==> config.mk <==
export PLATFORM = sky130hd
export DESIGN_NAME = sse_group
export DESIGN_NICKNAME = d
export VERILOG_FILES = /design/src/rtl/core/sse_pkg.sv /design/src/rtl/core/sse_group.sv
export SDC_FILE = /design/constraint.sdc
export NUM_CORES = 1
export LEC_CHECK = 0
export BUFFER_PORTS_ARGS = -buffer_cell sky130_fd_sc_hd__buf_2
export CAP_MARGIN = 20
export CORE_AREA = 4 4 41 43
export CTS_CLUSTER_SIZE = 10
export DETAILED_ROUTE_END_ITERATION = 8
export DIE_AREA = 0 0 45 47
export MAX_ROUTING_LAYER = met4
export SLEW_MARGIN = 20
export SYNTH_ARGS = -nofsm -noshare
export SYNTH_HDL_FRONTEND = slang
export SYNTH_SLANG_ARGS = --single-unit
==> constraint.sdc <==
create_clock -name clk -period 1.01 [get_ports clk]
set_clock_uncertainty 0.2 [all_clocks]
set_input_delay 0.0505 -clock clk [delete_from_list [all_inputs] [get_ports clk]]
set_output_delay 0.0505 -clock clk [all_outputs]
set_load 0.01 [all_outputs]
==> src/rtl/core/sse_pkg.sv <==
package sse_pkg;

    localparam int CAPACITY   = 1024;
    localparam int VALUE_BITS = 16;
    localparam int KEY_BITS   = 16;
    localparam int CMD_BITS   = 2;
    localparam int OCC_BITS   = 11;
    localparam int OR_GROUP   = 32;

    localparam logic [CMD_BITS-1:0] CMD_QUERY  = 2'd0;
    localparam logic [CMD_BITS-1:0] CMD_INSERT = 2'd1;
    localparam logic [CMD_BITS-1:0] CMD_DELETE = 2'd2;

    typedef struct packed {
        logic cmp;
        logic ins;
        logic del;
    } sse_ctl_t;

endpackage

==> src/rtl/core/sse_group.sv <==
module sse_group #(
    parameter int WIDTH = sse_pkg::OR_GROUP
) (
    input  logic             clk,
    input  logic [WIDTH-1:0] hits,
    output logic             any_hit
);

    logic any_reg;

    always_ff @(posedge clk)
    begin
        any_reg <= |hits;
    end

    assign any_hit = any_reg;

endmodule
==> metrics.md <==
| Metric | Value |
|---|---|
| Pwr per Cell Area | `between 300 and 400 nW/um2` |
| Crit start category | `input pin` |
| Hold Path Class | `input pin to flip-flop` |
| Number of fill cells | `approximately 140` |
| Storage element area | `20.0 um2` |
| Syn Std Cell Area | `roughly 95 um2` |
| Die area | `about 2100 um2` |
| Mapped Nets | `45` |
| Slew @ Worst Pin | `around 0.19 ns` |
| Psw | `roughly 0.043 mW` |
| Die extent in y | `47 um` |
| Sequential area share after synthesis | `a little over a fifth` |
| Setup_tns | `-0.0437 ns` |
| Finish-stage setup viols | `1` |
| Failing checks | `setup timing` |
| Critical path required time | `just under 0.7 ns` |
| Global-route wire length before repair | `around 970 um` |
| # IOs | `34` |
| Width of the die | `between 40 and 50 um` |
| Final Instance Area | `around 410 um2` |
| Finished Core Util | `between 30% and 40%` |
| Largest register FFs | `1` |
| Final hold violations | `0` |
| Power Total | `~0.16 mW` |
| Number of antenna diodes | `0` |
| GRT Resource Usage Total | `6.18%` |
| Multi-input logic area | `154 um2` |
| Critical path class | `input pin to flip-flop` |
| Starting density of the core | `about 7.3%` |
| Post-synth cell types | `5` |
| Post-Layout Cell Count | `60` |
| Layout net count | `80` |
| Flop pwr share | `around a quarter` |
| Total grt overflow | `0` |
| Status | `finished with violations` |
| Pleak | `roughly 0.17 nW` |
| Total number of vias | `~250` |
| Max-cap viol count | `0` |
| Avg Vias per Cell | `just over 4` |
| Worst Path Max Fanout | `1` |
| Hold Startpoint | `hits[6]` |
| Synth warnings | `0` |
| DP Cell Count | `60` |
| DP Area | `approximately 280 um2` |
| Peak VDD IR | `approximately 130 uV` |
| Detailed Routing Iterations Pass 1 | `1` |
| RSZ-0062 raised after global routing | `yes` |
| Cells after synthesis | `12` |
| Area Growth Syn to Fin | `329%` |
| Core area | `about 1300 um2` |
| Routed WL | `644 um` |
| Cell-internal power | `roughly 0.11 mW` |
| Combinational Power Share | `between 70% and 80%` |
| Port-buffer cells | `33` |
| Clock Power Share | `0%` |
| Yosys reg bits | `1` |
| Fin crit share | `104%` |
| Routability cong. | `roughly 0.6` |
| Hold Path End | `any_hit$_DFF_P_` |
| Layout cells sized above 1 | `91.1%` |
| Vias in the first global route | `275` |
| Largest net degree at the start of global routing | `2` |
| WP data arrival | `0.73 ns` |
| Pins Over Slew Limit | `0` |
| Initial antenna violation count | `0` |
| Period minus WS final | `around 1.1 ns` |
| Clock slew at reported path FFs | `0 ns` |
| Max Fclk | `roughly 950 MHz` |
| Drt initial violations | `0` |
| Syn avg cell area | `7.92 um2` |
| Sw frac | `between 20% and 30%` |
| Wire length per cell | `between 10 and 15 um` |
| Final Worst Setup Slack | `-0.0437 ns` |
| Rows | `13` |
| Worst Hold Path Cells | `4` |
| DR DRC count | `0` |
| Detail Route Antenna Nets | `0` |
| Critical Path End Type | `flip-flop` |
| Slew HR | `slightly below 90%` |
==> per-stage QoR <==
stage	hold slack [ns]	setup WS, ns
floorplan	0.0237	0.0787
global placement	0.126	-0.146
detailed placement	0.146	-0.0990
CTS	0.139	-0.0718
global route	0.145	-0.0867
finish	0.123	-0.0437
==> worst max-delay path, stage by stage <==
cell	delay, ns
buf_2	0.10
nor4_2	0.24
nand4_1	0.11
or2_1	0.23
==> placed cells by master (no fill, tap or decap) <==
cell     netlist  routed
or2_1          1       1
nor4_4         0       4
buf_2          0      25
dfxtp_1        1       1
nand4_1        2       2
nor4_2         1       4
buf_6          0       8
==> worst max-delay path by stage <==
stage | start | endpoint | slack (ns)
detailed placement | hits[28] | any_hit$_DFF_P_ | -0.1
finish | hits[29] | any_hit$_DFF_P_ | -0.04
global route | hits[25] | any_hit$_DFF_P_ | -0.09
global placement | hits[28] | any_hit$_DFF_P_ | -0.15
floorplan | hits[28] | any_hit$_DFF_P_ | 0.08
CTS | hits[14] | any_hit$_DFF_P_ | -0.07
==> power by group through the flow <==
stage / sequential (mW) / combinational [mW] / clock (mW)
floorplan: 0.0403 / 0.00631 / 0
global placement: 0.0403 / 0.0663 / 0
global route: 0.0403 / 0.126 / 0
detailed placement: 0.0403 / 0.0679 / 0
finish: 0.0403 / 0.117 / 0
CTS: 0.0403 / 0.0918 / 0
==> cell usage after synthesis, drive strengths merged <==
cell type / count / share of area [%]
dfxtp: 1 / 21
nand4: 2 / 13
nor4: 8 / 59
or2: 1 / 6.6
==> kinds of logic after synthesis <==
logic type and synth area share [%]:
AND/OR/NAND/NOR 78.9, flip-flops 21.1
==> cell type report <==
cell class	count	area share [%]
Tap cell	15	4.60
Multi-Input combinational cell	11	37.7
Sequential cell	1	4.91
Timing Repair Buffer	33	52.8
==> layer usage <==
metal,global-route usage [%],up-vias,share of wire (%)
li1,-,122,-
met1,5.86,108,27
met2,14.1,19,60
met3,0,0,13
met4,0,0,0
met5,-,-,0
==> timing repair <==
item	CTS	global route
endpoints found under the setup margin	1	1
setup buffers	0	0
hold buffers	0	0
resized for setup	11	8
pin swaps	8	5
Note: power is estimated with default switching activity, not from simulation.
