[src/rtl/core/sse_pkg.sv]
package sse_pkg;

    localparam int CAPACITY   = 1024;
    localparam int VALUE_BITS = 16;
    localparam int KEY_BITS   = 16;
    localparam int CMD_BITS   = 2;
    localparam int OCC_BITS   = 11;
    localparam int OR_GROUP   = 32;

    localparam logic [CMD_BITS-1:0] CMD_QUERY  = 2'd0;
    localparam logic [CMD_BITS-1:0] CMD_INSERT = 2'd1;
    localparam logic [CMD_BITS-1:0] CMD_DELETE = 2'd2;

    typedef struct packed {
        logic cmp;
        logic ins;
        logic del;
    } sse_ctl_t;

endpackage

[src/rtl/core/sse_cell.sv]
module sse_cell #(
    parameter int VALUE_BITS = sse_pkg::VALUE_BITS,
    parameter int CNT_BITS   = 11,
    parameter int INDEX      = 0
) (
    input  logic                  clk,
    input  sse_pkg::sse_ctl_t     ctl,
    input  logic [VALUE_BITS-1:0] key,
    input  logic [CNT_BITS-1:0]   count,
    input  logic [VALUE_BITS-1:0] left_value,
    input  logic                  left_lt,
    input  logic [VALUE_BITS-1:0] right_value,
    output logic [VALUE_BITS-1:0] value,
    output logic                  lt,
    output logic                  eq
);

    logic [VALUE_BITS-1:0] value_reg;
    logic [VALUE_BITS-1:0] value_next;
    logic                  lt_reg;
    logic                  eq_reg;
    logic                  held;

    assign held = CNT_BITS'(INDEX) < count;

    always_comb
    begin
        value_next = value_reg;
        if (ctl.ins && !lt_reg)
        begin
            value_next = left_lt ? key : left_value;
        end
        else if (ctl.del && !lt_reg)
        begin
            value_next = right_value;
        end
    end

    always_ff @(posedge clk)
    begin
        value_reg <= value_next;
        if (ctl.cmp)
        begin
            lt_reg <= held && (value_reg < key);
            eq_reg <= held && (value_reg == key);
        end
    end

    assign value = value_reg;
    assign lt    = lt_reg;
    assign eq    = eq_reg;

endmodule

[config.mk]
export PLATFORM = sky130hd
export DESIGN_NAME = sse_cell
export DESIGN_NICKNAME = d
export VERILOG_FILES = /design/src/rtl/core/sse_pkg.sv /design/src/rtl/core/sse_cell.sv
export SDC_FILE = /design/constraint.sdc
export NUM_CORES = 1
export LEC_CHECK = 0
export BUFFER_PORTS_ARGS = -buffer_cell sky130_fd_sc_hd__buf_2
export CORE_MARGIN = 5
export CORE_UTILIZATION = 43
export DETAILED_ROUTE_END_ITERATION = 8
export PLACE_DENSITY = 0.8
export SLEW_MARGIN = 20
export SYNTH_ARGS = -nofsm -noshare
export SYNTH_HDL_FRONTEND = slang
export SYNTH_SLANG_ARGS = --single-unit
[constraint.sdc]
create_clock -name clk -period 1.75 [get_ports clk]
set_clock_uncertainty 0.05 [all_clocks]
set_input_delay 0.35 -clock clk [delete_from_list [all_inputs] [get_ports clk]]
set_output_delay 0.35 -clock clk [all_outputs]
set_load 0.02 [all_outputs]
==> metrics <==
Rel. slew slack 0.666; Comb pwr share 0.335; Starting Density 0.442; first-pass GRT wire length 5100 um; power density over the cells 634 nW/um2; most common cell after layout, fill and taps aside buf_2; clk sinks 18; static leakage 0.000952 uW; critical path data required time 1.83 ns; most frequent cells in the layout 81 x buf_2, 20 x nand2_1, 18 x edfxtp_1; Syn Std Cell Area 1330 um2; Hold WS 0.223 ns; WS Path Type reg2reg; Sum Neg Setup Slack 0 ns; HP Class in2reg; gr usage total 0.152; Post-Route WL 3250 um; clock buffer depth 2; sequential power share 0.486; Residual DRC 0; GPL Wtd Cong 0.713; pin count of the biggest net entering global routing 33; Avg Inst Size Synth 9.84 um2; Inserted Diodes 0; Max FO, Critical Path 3; Pint 778 uW; clock share of power 0.179; CTS tree done; row count 20; Die H 65.6 um; First DRT Iteration DRCs 34; clock latency on the worst-skew pair 0.29 ns; Core Area 3000 um2; H-tree Lvls 1; Sw Ratio 0.313; setup slack at placement 0.0460 ns; share of cells above drive strength 1 0.421; VDD IR max 0.347 mV; Critical Path, Cell by Cell ha_1, and4_4, a21oi_2, o2111ai_1, nor4_2; total number of vias 1,241; final setup vio count 0; Yosys Warn Count 0; DIE AREA 4300 um2; Worst Slack Setup Final 0.103 ns; synthesis-to-finish area growth 34.6%; design area 1790 um2; Placement Cell Area 1760 um2; sequential fraction of the synthesis area 0.407; Detailed Place HPWL 2720 um; Final Hold Fails 0; Reg clk slew, reported paths 0.10 ns; Overflow after GRT 0; antenna violations before repair 0; max FFs per register 16; hold buffers post-CTS 0; cell count after synthesis 135; NetSw 355 uW; RSZ-0062 raised after global routing no; Slew Viols, Final 0; Critical Path AT 1.73 ns; Final Util 0.595; worst-margin pin slew 0.501 ns; outcome finished clean; Port Buffers 81; Max Fclk 607 MHz; IO Count 82; vias per cell 4.98; Yosys cell types 27; Yosys reg bits 18; chip width 65.6 um; Synthesized Nets 215; vias in the first global route 1,162; Max-Cap Viols 0; Inserted Clock Buffers 3; worst path buffer plus inverter count 0; nets 298; wire length per cell 13.0 um; drt first pass iters 4; Worst Setup End Kind register; Period Utilization, post-route 0.941; Crit path largest cell delay 0.41 ns; Final min period 1.65 ns; clk root buf clkbuf_4; DRT antenna net count 0; CP top delay family simple AND/OR/NAND/NOR gates; crit path max-delay cell type edfxtp_1; critical path startpoint category register
[worst paths after layout]
check	start	end	slack, ns	depth (start not counted)
hold / removal	ctl[2]	lt$_DFFE_PP_	0.22	1
setup / recovery	value[13]$_DFFE_PP_	lt$_DFFE_PP_	0.10	5
hold reg to reg	lt$_DFFE_PP_	value[14]$_DFFE_PP_	0.76	2
setup reg to reg	value[13]$_DFFE_PP_	lt$_DFFE_PP_	0.10	5
[metal layers]
layer	global-route usage	routed length [um]	vias up
met2	0.262	1540	50
met4	0.0544	27	0
met5	0	0	-
met1	0.187	1400	537
met3	0.0325	284	2
li1	-	-	652
[cell usage after synthesis]
master,n,area (um2)
nor3_1,1,5.00
and3b_1,1,8.76
and4_1,1,8.76
buf_2,2,10.0
o2111ai_1,1,8.76
nand2_1,20,75.1
nor3b_1,1,7.51
o21ai_1,16,80.1
nor2b_1,1,6.26
mux2i_1,16,160
a21oi_1,7,35.0
nand4_1,2,12.5
and3_1,1,6.26
nor2_1,2,7.51
ha_1,16,200
nor4_2,1,12.5
a21oi_2,1,8.76
nand2b_1,1,6.26
clkbuf_1,2,7.51
buf_6,1,11.3
inv_1,16,60.1
and4_4,1,11.3
o21ai_2,1,8.76
nand3_1,2,10.0
nor4_1,2,12.5
o211ai_1,1,7.51
edfxtp_1,18,541
[what timing repair did]
item                       in CTS  in global routing
gates resized for setup         0                  1
setup endpoints to repair       0                  1
buffers inserted                0                  0
hold endpoints to repair        0                  0
[per-stage QoR]
| stage | cells | total power, uW |
|---|---|---|
| after floorplan | 135 | 789 |
| after detailed placement | 246 | 943 |
| after global placement | 246 | 933 |
| final | 249 | 1130 |
| after CTS | 249 | 1150 |
| after global routing | 249 | 1220 |
[cell families (layout without fill, tap and decap cells)]
family          Yosys count  after routing  synth area share
compound gates           27             27             0.112
fa+ha+maj                16             16             0.151
buf+inv                  21            102            0.0669
flops                    18             18             0.407
mux                      16             16             0.121
simple gates             37             37             0.143
[power groups by stage]
| stage | Clock (uW) | Sequential (uW) | Combinational (uW) |
|---|---|---|---|
| 6_report | 203 | 551 | 379 |
| 5_1_grt | 234 | 556 | 426 |
| 4_1_cts | 212 | 552 | 383 |
| 3_5_place_dp | 0 | 562 | 382 |
| 3_3_place_gp | 0 | 560 | 373 |
| 2_1_floorplan | 0 | 611 | 178 |
[cell type report]
cell class | instances | area [um2]
well taps | 33 | 41.3
fillers | 282 | 1210
multi-input cells | 96 | 703
clock buffers | 3 | 22.5
repair buffers | 83 | 420
inverters | 16 | 60.1
flip-flops and latches | 18 | 541
No activity file was read; power rests on OpenSTA's default activity.
